`config.mk`:
```
export PLATFORM = sky130hd
export DESIGN_NAME = first_fit_coalescing_allocator_unit
export DESIGN_NICKNAME = d
export VERILOG_FILES = /design/src/rtl/ffca_pkg.sv /design/src/rtl/ffca_mem.sv /design/src/rtl/ffca_alu.sv /design/src/rtl/first_fit_coalescing_allocator_unit.sv
export SDC_FILE = /design/constraint.sdc
export NUM_CORES = 2
export LEC_CHECK = 0
export ABC_AREA = 1
export ABC_CLOCK_PERIOD_IN_PS = 5300
export BUFFER_PORTS_ARGS = -buffer_cell sky130_fd_sc_hd__buf_2
export CORE_MARGIN = 4
export CORE_UTILIZATION = 55
export DETAILED_ROUTE_END_ITERATION = 10
export PLACE_DENSITY = 0.74
export SLEW_MARGIN = 20
export SYNTH_ARGS = -nofsm -noshare
export SYNTH_HDL_FRONTEND = slang
export SYNTH_HIERARCHICAL = 1
export SYNTH_SLANG_ARGS = --single-unit
```
`constraint.sdc`:
```
create_clock -name clk -period 5.3 [get_ports clk]
set_input_delay 1.06 -clock clk [delete_from_list [all_inputs] [get_ports clk]]
set_output_delay 1.06 -clock clk [all_outputs]
set_load 0.01 [all_outputs]
```
`src/rtl/ffca_pkg.sv`:
```
`default_nettype none

package ffca_pkg;

	localparam int DATA_W = 16;
	localparam int BIU_W = 6;
	localparam int FUNC_W = 2;
	localparam int STAT_W = 2;
	localparam int CFG_IDX_W = 2;

	localparam logic [FUNC_W-1:0] FUNC_ALLOC = 2'd0;
	localparam logic [FUNC_W-1:0] FUNC_FREE = 2'd1;
	localparam logic [FUNC_W-1:0] FUNC_INIT = 2'd2;

	localparam logic [STAT_W-1:0] ST_OK = 2'd0;
	localparam logic [STAT_W-1:0] ST_NOFIT = 2'd1;
	localparam logic [STAT_W-1:0] ST_FULL = 2'd2;

	localparam logic [CFG_IDX_W-1:0] CFG_POOL_BASE = 2'd0;
	localparam logic [CFG_IDX_W-1:0] CFG_POOL_SIZE = 2'd1;

	typedef struct packed {
		logic [FUNC_W-1:0] func;
		logic [DATA_W-1:0] amount;
		logic [DATA_W-1:0] range_start;
	} req_t;

	typedef struct packed {
		logic [STAT_W-1:0] status;
		logic [DATA_W-1:0] grant_base;
		logic [BIU_W-1:0]  blocks_in_use;
	} rsp_t;

	typedef struct packed {
		logic [DATA_W-1:0] start;
		logic [DATA_W-1:0] len;
	} entry_t;

endpackage

`default_nettype wire

```
`src/rtl/ffca_mem.sv`:
```
`default_nettype none

module ffca_mem #(
	parameter int DEPTH = 32,
	localparam int AW = $clog2(DEPTH)
) (
	input  wire logic            clk,
	input  wire logic            we,
	input  wire logic [AW-1:0]   waddr,
	input  wire ffca_pkg::entry_t wdata,
	input  wire logic [AW-1:0]   raddr,
	output ffca_pkg::entry_t     rdata
);
	import ffca_pkg::*;

	entry_t mem_q [DEPTH];
	entry_t rdata_q;

	always_ff @(posedge clk) begin
		if (we) begin
			mem_q[waddr] <= wdata;
		end
		rdata_q <= mem_q[raddr];
	end

	assign rdata = rdata_q;

endmodule

`default_nettype wire

```
`src/rtl/ffca_alu.sv`:
```
`default_nettype none

module ffca_alu (
	input  wire logic [ffca_pkg::DATA_W-1:0] a,
	input  wire logic [ffca_pkg::DATA_W-1:0] b,
	input  wire logic                        sub,
	output logic [ffca_pkg::DATA_W:0]        res
);
	import ffca_pkg::*;

	// bit DATA_W is carry on add, borrow (a < b) on subtract
	always_comb begin
		if (sub) begin
			res = {1'b0, a} - {1'b0, b};
		end else begin
			res = {1'b0, a} + {1'b0, b};
		end
	end

endmodule

`default_nettype wire

```
`src/rtl/first_fit_coalescing_allocator_unit.sv`:
```
`default_nettype none

// channel  | handshake             | payload
// ---------+-----------------------+---------------------------------------
// request  | req_valid / req_ready | req: func, amount, range_start
// response | rsp_valid / rsp_ready | rsp: status, grant_base, blocks_in_use
// config   | cfg_valid / cfg_ready | cfg_index, cfg_data (always ready)
//
// one request at a time; a shared 17-bit add/subtract unit and one list memory port set
// the pace. allocate scans for the first block that fits and updates it, then moves the
// blocks behind the hit down when the hit block empties; free scans for the insert point,
// checks for merges, then moves the blocks behind the insert point up on insert, or the
// blocks behind the absorbed block down on a two-sided merge; init and ignored respond directly.
// reset empties the list and clears the config registers; no clearing pass.
// a pending response does not block the next request until its own response is due.

module first_fit_coalescing_allocator_unit #(
	parameter int MAX_BLOCKS = 32
) (
	input  wire logic                           clk,
	input  wire logic                           arst_n,
	input  wire logic                           req_valid,
	output logic                                req_ready,
	input  wire ffca_pkg::req_t                 req,
	output logic                                rsp_valid,
	input  wire logic                           rsp_ready,
	output ffca_pkg::rsp_t                      rsp,
	input  wire logic                           cfg_valid,
	output logic                                cfg_ready,
	input  wire logic [ffca_pkg::CFG_IDX_W-1:0] cfg_index,
	input  wire logic [ffca_pkg::DATA_W-1:0]    cfg_data
);
	import ffca_pkg::*;

	localparam int AW = $clog2(MAX_BLOCKS);
	localparam int CNT_W = $clog2(MAX_BLOCKS + 1);

	localparam logic [3:0] S_IDLE   = 4'd0;
	localparam logic [3:0] S_SCAN_A = 4'd1;
	localparam logic [3:0] S_A_UPD  = 4'd2;
	localparam logic [3:0] S_RM_PRE = 4'd3;
	localparam logic [3:0] S_RM_MV  = 4'd4;
	localparam logic [3:0] S_SCAN_F = 4'd5;
	localparam logic [3:0] S_F_N1   = 4'd6;
	localparam logic [3:0] S_F_N2   = 4'd7;
	localparam logic [3:0] S_F_P1   = 4'd8;
	localparam logic [3:0] S_F_P2   = 4'd9;
	localparam logic [3:0] S_F_P3   = 4'd10;
	localparam logic [3:0] S_F_ACT  = 4'd11;
	localparam logic [3:0] S_SU_PRE = 4'd12;
	localparam logic [3:0] S_SU_MV  = 4'd13;
	localparam logic [3:0] S_SU_FIN = 4'd14;
	localparam logic [3:0] S_DONE   = 4'd15;

	logic [3:0] state_q, state_d;
	logic [CNT_W-1:0] cnt_q, cnt_d, idx_q, idx_d, at_q, at_d;
	logic ovalid_q, ovalid_d;
	logic [DATA_W-1:0] base_q, size_q;

	logic [DATA_W-1:0] amt_q, rs_q;
	entry_t cur_q, cur_d, prv_q, prv_d;
	logic eq_q, eq_d, nxt_q, nxt_d, pok_q, pok_d;
	logic [DATA_W-1:0] nlen_q, nlen_d, plen_q, plen_d, grant_q, grant_d;
	logic [STAT_W-1:0] st_q, st_d;
	rsp_t rsp_q, rsp_d;

	logic mem_we;
	logic [AW-1:0] mem_waddr, mem_raddr;
	entry_t mem_wdata, mem_rdata;

	logic [DATA_W-1:0] alu_a, alu_b;
	logic alu_sub;
	logic [DATA_W:0] alu_res;

	logic [CNT_W:0] idx_p1, idx_p2, cnt_x;
	logic [CNT_W-1:0] idx_m1, idx_m2, at_m1;
	logic req_acc;

	ffca_mem #(.DEPTH(MAX_BLOCKS)) u_mem (
		.clk   (clk),
		.we    (mem_we),
		.waddr (mem_waddr),
		.wdata (mem_wdata),
		.raddr (mem_raddr),
		.rdata (mem_rdata)
	);

	ffca_alu u_alu (
		.a   (alu_a),
		.b   (alu_b),
		.sub (alu_sub),
		.res (alu_res)
	);

	assign req_ready = (state_q == S_IDLE);
	assign req_acc = req_valid && req_ready;
	assign cfg_ready = 1'b1;
	assign rsp_valid = ovalid_q;
	assign rsp = rsp_q;

	assign idx_p1 = {1'b0, idx_q} + (CNT_W+1)'(1);
	assign idx_p2 = {1'b0, idx_q} + (CNT_W+1)'(2);
	assign cnt_x = {1'b0, cnt_q};
	assign idx_m1 = idx_q - CNT_W'(1);
	assign idx_m2 = idx_q - CNT_W'(2);
	assign at_m1 = at_q - CNT_W'(1);

	always_comb begin
		state_d = state_q;
		cnt_d = cnt_q;
		idx_d = idx_q;
		at_d = at_q;
		cur_d = cur_q;
		prv_d = prv_q;
		eq_d = eq_q;
		nxt_d = nxt_q;
		pok_d = pok_q;
		nlen_d = nlen_q;
		plen_d = plen_q;
		grant_d = grant_q;
		st_d = st_q;
		rsp_d = rsp_q;
		ovalid_d = ovalid_q && !rsp_ready;
		mem_we = 1'b0;
		mem_waddr = idx_q[AW-1:0];
		mem_wdata = mem_rdata;
		mem_raddr = '0;
		alu_a = '0;
		alu_b = '0;
		alu_sub = 1'b0;

		unique case (state_q)
			S_IDLE: begin
				if (req_acc) begin
					idx_d = '0;
					st_d = ST_OK;
					grant_d = '0;
					unique case (req.func)
						FUNC_ALLOC: state_d = S_SCAN_A;
						FUNC_FREE: begin
							if (req.amount == '0) begin
								state_d = S_DONE;
							end else begin
								state_d = S_SCAN_F;
							end
						end
						FUNC_INIT: begin
							mem_we = 1'b1;
							mem_waddr = '0;
							mem_wdata = '{start: base_q, len: size_q};
							cnt_d = (size_q != '0) ? CNT_W'(1) : '0;
							state_d = S_DONE;
						end
						default: state_d = S_DONE;
					endcase
				end
			end
			S_SCAN_A: begin
				mem_raddr = idx_p1[AW-1:0];
				alu_a = mem_rdata.len;
				alu_b = amt_q;
				alu_sub = 1'b1;
				if (idx_q == cnt_q) begin
					st_d = ST_NOFIT;
					state_d = S_DONE;
				end else if (!alu_res[DATA_W]) begin
					grant_d = mem_rdata.start;
					cur_d = mem_rdata;
					nlen_d = alu_res[DATA_W-1:0];
					state_d = S_A_UPD;
				end else begin
					idx_d = idx_p1[CNT_W-1:0];
				end
			end
			S_A_UPD: begin
				alu_a = cur_q.start;
				alu_b = amt_q;
				if (nlen_q == '0) begin
					state_d = S_RM_PRE;
				end else begin
					mem_we = 1'b1;
					mem_wdata = '{start: alu_res[DATA_W-1:0], len: nlen_q};
					state_d = S_DONE;
				end
			end
			S_RM_PRE: begin
				mem_raddr = idx_p1[AW-1:0];
				if (idx_p1 >= cnt_x) begin
					cnt_d = cnt_q - CNT_W'(1);
					state_d = S_DONE;
				end else begin
					state_d = S_RM_MV;
				end
			end
			S_RM_MV: begin
				mem_we = 1'b1;
				mem_wdata = mem_rdata;
				mem_raddr = idx_p2[AW-1:0];
				idx_d = idx_p1[CNT_W-1:0];
				if (idx_p2 >= cnt_x) begin
					cnt_d = cnt_q - CNT_W'(1);
					state_d = S_DONE;
				end
			end
			S_SCAN_F: begin
				mem_raddr = idx_p1[AW-1:0];
				alu_a = mem_rdata.start;
				alu_b = rs_q;
				alu_sub = 1'b1;
				if (idx_q == cnt_q) begin
					at_d = idx_q;
					state_d = S_F_N1;
				end else if (alu_res[DATA_W]) begin
					prv_d = mem_rdata;
					idx_d = idx_p1[CNT_W-1:0];
				end else begin
					cur_d = mem_rdata;
					at_d = idx_q;
					state_d = S_F_N1;
				end
			end
			S_F_N1: begin
				alu_a = rs_q;
				alu_b = amt_q;
				eq_d = (alu_res == {1'b0, cur_q.start}) && (at_q != cnt_q);
				state_d = S_F_N2;
			end
			S_F_N2: begin
				alu_a = amt_q;
				alu_b = cur_q.len;
				nxt_d = eq_q && !alu_res[DATA_W];
				nlen_d = alu_res[DATA_W-1:0];
				state_d = S_F_P1;
			end
			S_F_P1: begin
				alu_a = prv_q.start;
				alu_b = prv_q.len;
				eq_d = (alu_res == {1'b0, rs_q}) && (at_q != '0);
				state_d = S_F_P2;
			end
			S_F_P2: begin
				alu_a = prv_q.len;
				alu_b = amt_q;
				pok_d = eq_q && !alu_res[DATA_W];
				plen_d = alu_res[DATA_W-1:0];
				state_d = S_F_P3;
			end
			S_F_P3: begin
				alu_a = plen_q;
				alu_b = nxt_q ? cur_q.len : '0;
				pok_d = pok_q && !alu_res[DATA_W];
				plen_d = alu_res[DATA_W-1:0];
				state_d = S_F_ACT;
			end
			S_F_ACT: begin
				if (nxt_q && pok_q) begin
					mem_we = 1'b1;
					mem_waddr = at_m1[AW-1:0];
					mem_wdata = '{start: prv_q.start, len: plen_q};
					idx_d = at_q;
					state_d = S_RM_PRE;
				end else if (nxt_q) begin
					mem_we = 1'b1;
					mem_waddr = at_q[AW-1:0];
					mem_wdata = '{start: rs_q, len: nlen_q};
					state_d = S_DONE;
				end else if (pok_q) begin
					mem_we = 1'b1;
					mem_waddr = at_m1[AW-1:0];
					mem_wdata = '{start: prv_q.start, len: plen_q};
					state_d = S_DONE;
				end else if (cnt_q == CNT_W'(MAX_BLOCKS)) begin
					st_d = ST_FULL;
					state_d = S_DONE;
				end else begin
					idx_d = cnt_q;
					state_d = S_SU_PRE;
				end
			end
			S_SU_PRE: begin
				mem_raddr = idx_m1[AW-1:0];
				if (idx_q == at_q) begin
					state_d = S_SU_FIN;
				end else begin
					state_d = S_SU_MV;
				end
			end
			S_SU_MV: begin
				mem_we = 1'b1;
				mem_wdata = mem_rdata;
				mem_raddr = idx_m2[AW-1:0];
				idx_d = idx_m1;
				if (idx_m1 == at_q) begin
					state_d = S_SU_FIN;
				end
			end
			S_SU_FIN: begin
				mem_we = 1'b1;
				mem_waddr = at_q[AW-1:0];
				mem_wdata = '{start: rs_q, len: amt_q};
				cnt_d = cnt_q + CNT_W'(1);
				state_d = S_DONE;
			end
			S_DONE: begin
				if (!ovalid_q || rsp_ready) begin
					rsp_d = '{status: st_q, grant_base: grant_q,
						blocks_in_use: BIU_W'(cnt_q)};
					ovalid_d = 1'b1;
					state_d = S_IDLE;
				end
			end
			default: state_d = S_IDLE;
		endcase
	end

	always_ff @(posedge clk or negedge arst_n) begin
		if (!arst_n) begin
			state_q <= S_IDLE;
			cnt_q <= '0;
			idx_q <= '0;
			at_q <= '0;
			ovalid_q <= 1'b0;
			base_q <= '0;
			size_q <= '0;
		end else begin
			state_q <= state_d;
			cnt_q <= cnt_d;
			idx_q <= idx_d;
			at_q <= at_d;
			ovalid_q <= ovalid_d;
			if (cfg_valid && cfg_ready) begin
				case (cfg_index)
					CFG_POOL_BASE: base_q <= cfg_data;
					CFG_POOL_SIZE: size_q <= cfg_data;
					default: ;
				endcase
			end
		end
	end

	always_ff @(posedge clk) begin
		if (req_acc) begin
			amt_q <= req.amount;
			rs_q <= req.range_start;
		end
		cur_q <= cur_d;
		prv_q <= prv_d;
		eq_q <= eq_d;
		nxt_q <= nxt_d;
		pok_q <= pok_d;
		nlen_q <= nlen_d;
		plen_q <= plen_d;
		grant_q <= grant_d;
		st_q <= st_d;
		rsp_q <= rsp_d;
	end

endmodule

`default_nettype wire
```
After elaboration in Yosys (flattened, before gate mapping)
Memory sizes are Yosys's and may differ from the RTL's. A register that Yosys moved wholly into a read port is not among the register bits.
Index checks and enable logic that the tools add are counted.
{"block": "word_totals", "ff_bits": 228, "latchBits": 0, "ramBits": 1024, "rom_bits": 0, "input_bits": 57, "out_inout_bits": 27, "word_cells": 205, "n_memories": 1}
{"memory": "u_mem.mem_q", "depth": 32, "width": 32, "rd": 1, "rd_ports_with_merged_regs": 1, "write_ports": 1, "line": "ffca_mem.sv:16", "text": "entry_t mem_q [DEPTH];"}
{"block": "classes", "n_addsub": 9, "n_mul": 0, "div": 0, "n_lt_le_gt_ge": 2, "eq_ne": 46, "shifts": 0, "n_mux": 80, "n_bitwise": 2, "n_reduce_logical": 42}
{"op": "$mux W32", "count": 6}
{"op": "$pmux W16 S8", "count": 1}
{"op": "$pmux W32 S4", "count": 1}
{"op": "$mux W16", "count": 6}
{"op": "$pmux W16 S5", "count": 1}
{"op": "$mux W6", "count": 13}
{"op": "$pmux W16 S2", "count": 2}
{"op": "$pmux W4 S16", "count": 1}
{"op": "$mux W4", "count": 12}
{"op": "$eq A17 B16 Y1", "count": 2}
{"op": "$eq A4 B4 Y1 const B", "count": 8}
{"op": "$logic_not A16 Y1", "count": 2}
{"op": "$pmux W6 S5", "count": 1}
{"op": "$mux W5", "count": 5}
{"op": "$ne A2 B2 Y1 const B", "count": 12}
{"op": "$pmux W6 S4", "count": 1}
{"op": "$mux W2", "count": 10}
{"op": "$pmux W5 S4", "count": 1}
{"op": "$eq A6 B6 Y1", "count": 3}
{"op": "$add A16 B16 Y17", "count": 1}
{"op": "$mux W17", "count": 1}
{"op": "$sub A16 B16 Y17", "count": 1}
{"op": "$eq A4 B3 Y1 const B", "count": 4}
{"op": "$reduce_bool A16 Y1", "count": 1}
{"op": "41 further kinds", "count": 85}

Depth between registers and ports, before layout
{"block": "logic_depth", "depth_word": 8, "ltp_mapped": 37, "ltp_nobuf": 36}

Hierarchy
The synthesis kept the hierarchy.
{"mod": "ffca_mem", "n_inst": 1, "cells_per_inst": 3536, "area_each_um2": 42405.7, "seq_area_each_um2": 31390.1}
{"mod": "first_fit_coalescing_allocator_unit", "n_inst": 1, "cells_per_inst": 1594, "area_each_um2": 13305.3, "seq_area_each_um2": 6571.3}
{"mod": "ffca_alu", "n_inst": 1, "cells_per_inst": 309, "area_each_um2": 1547.7, "seq_area_each_um2": 0.0}

Worst setup path after synthesis
OpenSTA, ideal clock, no wires.
{"block": "synth_timing", "path_kind": "flip-flop to flip-flop", "startpoint": "register state_q[3]", "endpoint": "register state_q[1]", "setup_time_ns": 0.118, "arrival_ns": 5.050, "required_time_ns": 5.182, "setup_slack_ns": 0.132, "path_stages_with_launch": 33, "n_path_buf": 1, "synth_period_minus_slack_ns": 5.168, "cell_sequence": "dfrtp_1 > inv_2 > nand2_1 > inv_2 > nand2_2 > clkinv_1 > buf_2 > nand2_1 > o2111ai_1 > inv_1 > ha_1 > inv_1 > nor2_2 > nand2_2 > o21ai_2 > nand3_1 > nand2_1 > inv_1 > ha_1 > nand2_2 > inv_2 > nand2_1 > nand2_1 > a21oi_1 > nand3_1 > nand2_1 > nand2_1 > nor2_1 > nor2_1 > nand2_1 > nor2_1 > nand2_1 > nand2_1"}
{"block": "synth_via", "elab_chain_len": 7, "word_cells_on_any_way": 33, "cone_classes": "2 x add/sub; 21 x eq/ne; 5 x mux; 5 x reduce/logical"}
{"element": "start: declaration", "line": "first_fit_coalescing_allocator_unit.sv:55", "text": "logic [3:0] state_q, state_d;"}
{"element": "start signal: assignment", "line": "first_fit_coalescing_allocator_unit.sv:326", "text": "state_q <= state_d;"}
{"element": "$eq A4 B2 Y1, or another cell as far along", "line": "first_fit_coalescing_allocator_unit.sv:132", "text": "unique case (state_q)"}
{"element": "$reduce_or A4 Y1 (no line)"}
{"element": "$pmux W16 S5 (*)", "line": "first_fit_coalescing_allocator_unit.sv:132"}
{"element": "named net alu_b[0]", "line": "first_fit_coalescing_allocator_unit.sv:71", "text": "logic [DATA_W-1:0] alu_a, alu_b;"}
{"element": "$add A16 B16 Y17 or $sub A16 B16 Y17 (tied branches)", "line": "ffca_alu.sv:16, ffca_alu.sv:14"}
{"element": "$mux W17 (*)", "line": "ffca_alu.sv:13", "text": "if (sub) begin"}
{"element": "named net alu_res[16]", "line": "first_fit_coalescing_allocator_unit.sv:73", "text": "logic [DATA_W:0] alu_res;"}
{"element": "$ne A3 B3 Y1 (no line)"}
{"element": "$reduce_and A6 Y1 (no line) (*)"}
Mark *: on every way through the listed nets, which the timed path passes. The rest lies on a longest branch.
A chain may end at the register's enable or synchronous reset.

==> results.py <==
metrics = {
    "placement": {
        "dpl.hpwl_mm": 105,
        "io_buffers": 82,
        "gp_congestion": 0.967,
        "place_area_um2": 59600,
        "place_ws_ps": 432,
    },
    "clock_network": {
        "cts.sinks": 1284,
        "cts_tree": "done",
        "hold_buffers": 0,
        "clockBufferDepth": 3,
        "htree_levels": 4,
        "clkTransAtPathRegs_ps": 60,
        "root_buffer": "clkbuf_16",
        "cts_buffers": 134,
        "clk_latency_ps": 770,
    },
    "setup_path": {
        "arrival_ps": 5400,
        "start_kind": "flip-flop",
        "crit_fanout": 32,
        "path_class": "reg -> reg",
        "cp.required_ps": 5820,
        "end_kind": "flip-flop",
        "r2r_slack_ps": 420,
        "r2r_cells": 26,
    },
    "finish": {
        "seqCellArea_um2": 38000,
        "syn2layout_area_growth_pct": 11.6,
        "layout_commonest_cell": "nand2_1",
        "stdcell_area_um2": 63900,
        "multi_input_area_um2": 16800,
        "fillerInstances": 7998,
        "final_cell_mix": "nand2_1, edfxtp_1, nand3_1",
        "drive_above_1_share": 0.0961,
        "fin_nets": 5632,
    },
    "detailed_routing": {
        "drc": 0,
        "wirelength_mm": 172,
        "first_pass_iters": 6,
        "antenna_left": 0,
        "routedWlPerCell_um": 24.4,
        "drt_iter0_markers": 5979,
        "via_count": 42485,
        "vias_per_cell": 6.05,
    },
    "yosys": {
        "synth_top_cell_area_share": 0.628,
        "ys.flop_type": "edfxtp_1",
        "seq_area_frac_synth": 0.663,
        "synth_edf_count": 1197,
        "synth.area.top_cells": "edfxtp_1, nand2_1, nand3_1, dfrtp_1, inv_1",
        "postSynthCellCount": 5439,
        "synth.distinct_cells": 53,
        "synth_seq_cells": 1284,
        "avgSynthCellArea_um2": 10.5,
        "syn_nets": 5538,
        "yosys.area.top_type": "edfxtp_1",
        "async_flop_share": 0.0428,
        "syn_area_um2": 57300,
        "synth_warnings": 6,
    },
    "sta": {
        "final.setup.tns_ps": 0,
        "timing.final.crit_share": 0.922,
        "relSlewSlack": 0.255,
        "worstMarginPinSlew_ps": 1110,
        "worst_slack_ps": 415,
        "drv_slew": 0,
        "finalHoldViolations": 0,
        "rsz0062_at_grt": "no",
        "clock_skew_ps": 33.6,
        "setup_violations": 0,
        "min_period_ps": 4880,
        "fmax_ghz": 0.205,
        "worst_hold_slack_ps": 413,
    },
    "global_route": {
        "grt_use_total": 0.311,
        "grt-ovfl-total": 0,
        "grt_max_degree": 223,
        "antenna_found_initial": 4,
        "grt_pass1_vias": 39753,
        "grt_first_pass_wirelength_mm": 253,
    },
    "run": {
        "max_cap_viol_count": 0,
    },
    "die": {
        "rows": 118,
        "top_level_ports": 84,
        "die_h_um": 331,
        "core_um2": 103000,
        "die_w_um": 331,
        "die-area_um2": 109000,
        "initial_core_util": 0.553,
    },
    "min_path": {
        "hold_class": "reg -> reg",
        "holdPathStages": 0,
    },
    "status": {
        "outcome": "complete, no violations",
    },
}
## synth_stat cells, types with 32 or more instances
cell and number:
ha_1 40, nand4_1 49, dfrtp_1 55, nor2_1 181, inv_1 239, buf_2 105
buf_6 67, nand2_1 1935, o21ai_0 149, nand3_1 863, o22ai_1 45, edfxtp_1 1197
dfxtp_1 32, clkbuf_1 61, a221oi_1 35, a21oi_1 104
## state kept, by name, summed over array words and instances (netlist names)
register / cells
u_mem/mem_q: 1024
cur_q: 32
prv_q: 32
u_mem/rdata: 32
rsp: 24
amt_q: 16
base_q: 16
grant_q: 16
nlen_q: 16
plen_q: 16
rs_q: 16
size_q: 16
at_q: 6
cnt_q: 6
idx_q: 6
state_q: 4
st_q: 2
eq_q: 1
nxt_q: 1
pok_q: 1
rsp_valid: 1
## cell families after synthesis
kind of cell,Yosys count,share of synthesized area
simple gates,3090,0.227
flops,1284,0.663
buf+inv,561,0.0504
compound gates,418,0.0433
xor+xnor,43,0.00658
fa+ha+maj,42,0.00944
other cells,1,0.0000655
## cell type report
type	instances	share of cell area
diodes	3	0.000117
clock buffers	183	0.0582
clock inverters	61	0.00889
inverters	268	0.0162
multi-input cells	3594	0.262
flip-flops and latches	1284	0.594
well taps	1380	0.0270
repair buffers	251	0.0332
## repair_timing
item | CTS | global route
endpoints found under the hold margin | 0 | 0
resized for setup | 0 | 1
buffers inserted | 0 | 0
endpoints found under the setup margin | 0 | 6
## final timing paths
path                                       endpoint        from
worst max-delay path            u_mem/mem_q[26][31]  state_q[3]
worst min-delay path                         rsp[7]  grant_q[1]
worst max register to register  u_mem/mem_q[26][31]  state_q[3]
worst min register to register               rsp[7]  grant_q[1]
max in group asynchronous                 size_q[7]      arst_n
min in group asynchronous                  cnt_q[0]      arst_n
## worst max-delay path, cell delays in order, from the launching register on
cell and delay (ps):
dfrtp_1 490, inv_2 90, nor2_4 330, nand2_1 240, inv_1 120, buf_4 300
nand2_1 100, o2111ai_1 300, nor2_4 90, nand2_4 100, nor2_2 60, a21oi_1 200
xnor2_1 90, ha_1 420, nand2_2 100, inv_1 80, nand2_1 90, nor3_2 110
nand2_1 90, nand2_1 70, nand2_1 40, nand2_1 230, inv_1 130, a21oi_1 180
o21ai_0 110, nand4_1 130, buf_4 320
## metal layers
metal | wire [um] | GRT usage | vias up | part of all wire
met3 | 18500 | 0.0586 | 512 | 0.11
met4 | 8040 | 0.137 | 2 | 0.047
li1 | - | - | 19031 | -
met5 | 12 | 0 | - | 0.000070
met2 | 79600 | 0.492 | 2684 | 0.46
met1 | 65500 | 0.423 | 20256 | 0.38
## through the flow
stage                     instances   util
final                          7024  0.617
after CTS                      7020  0.617
after global routing           7021  0.617
after detailed placement       6776  0.576
after floorplan                5439      -
after global placement         6776  0.576
Power is not shown: default switching activity piles up to over one toggle a cycle in this logic, so the estimate is an artifact.
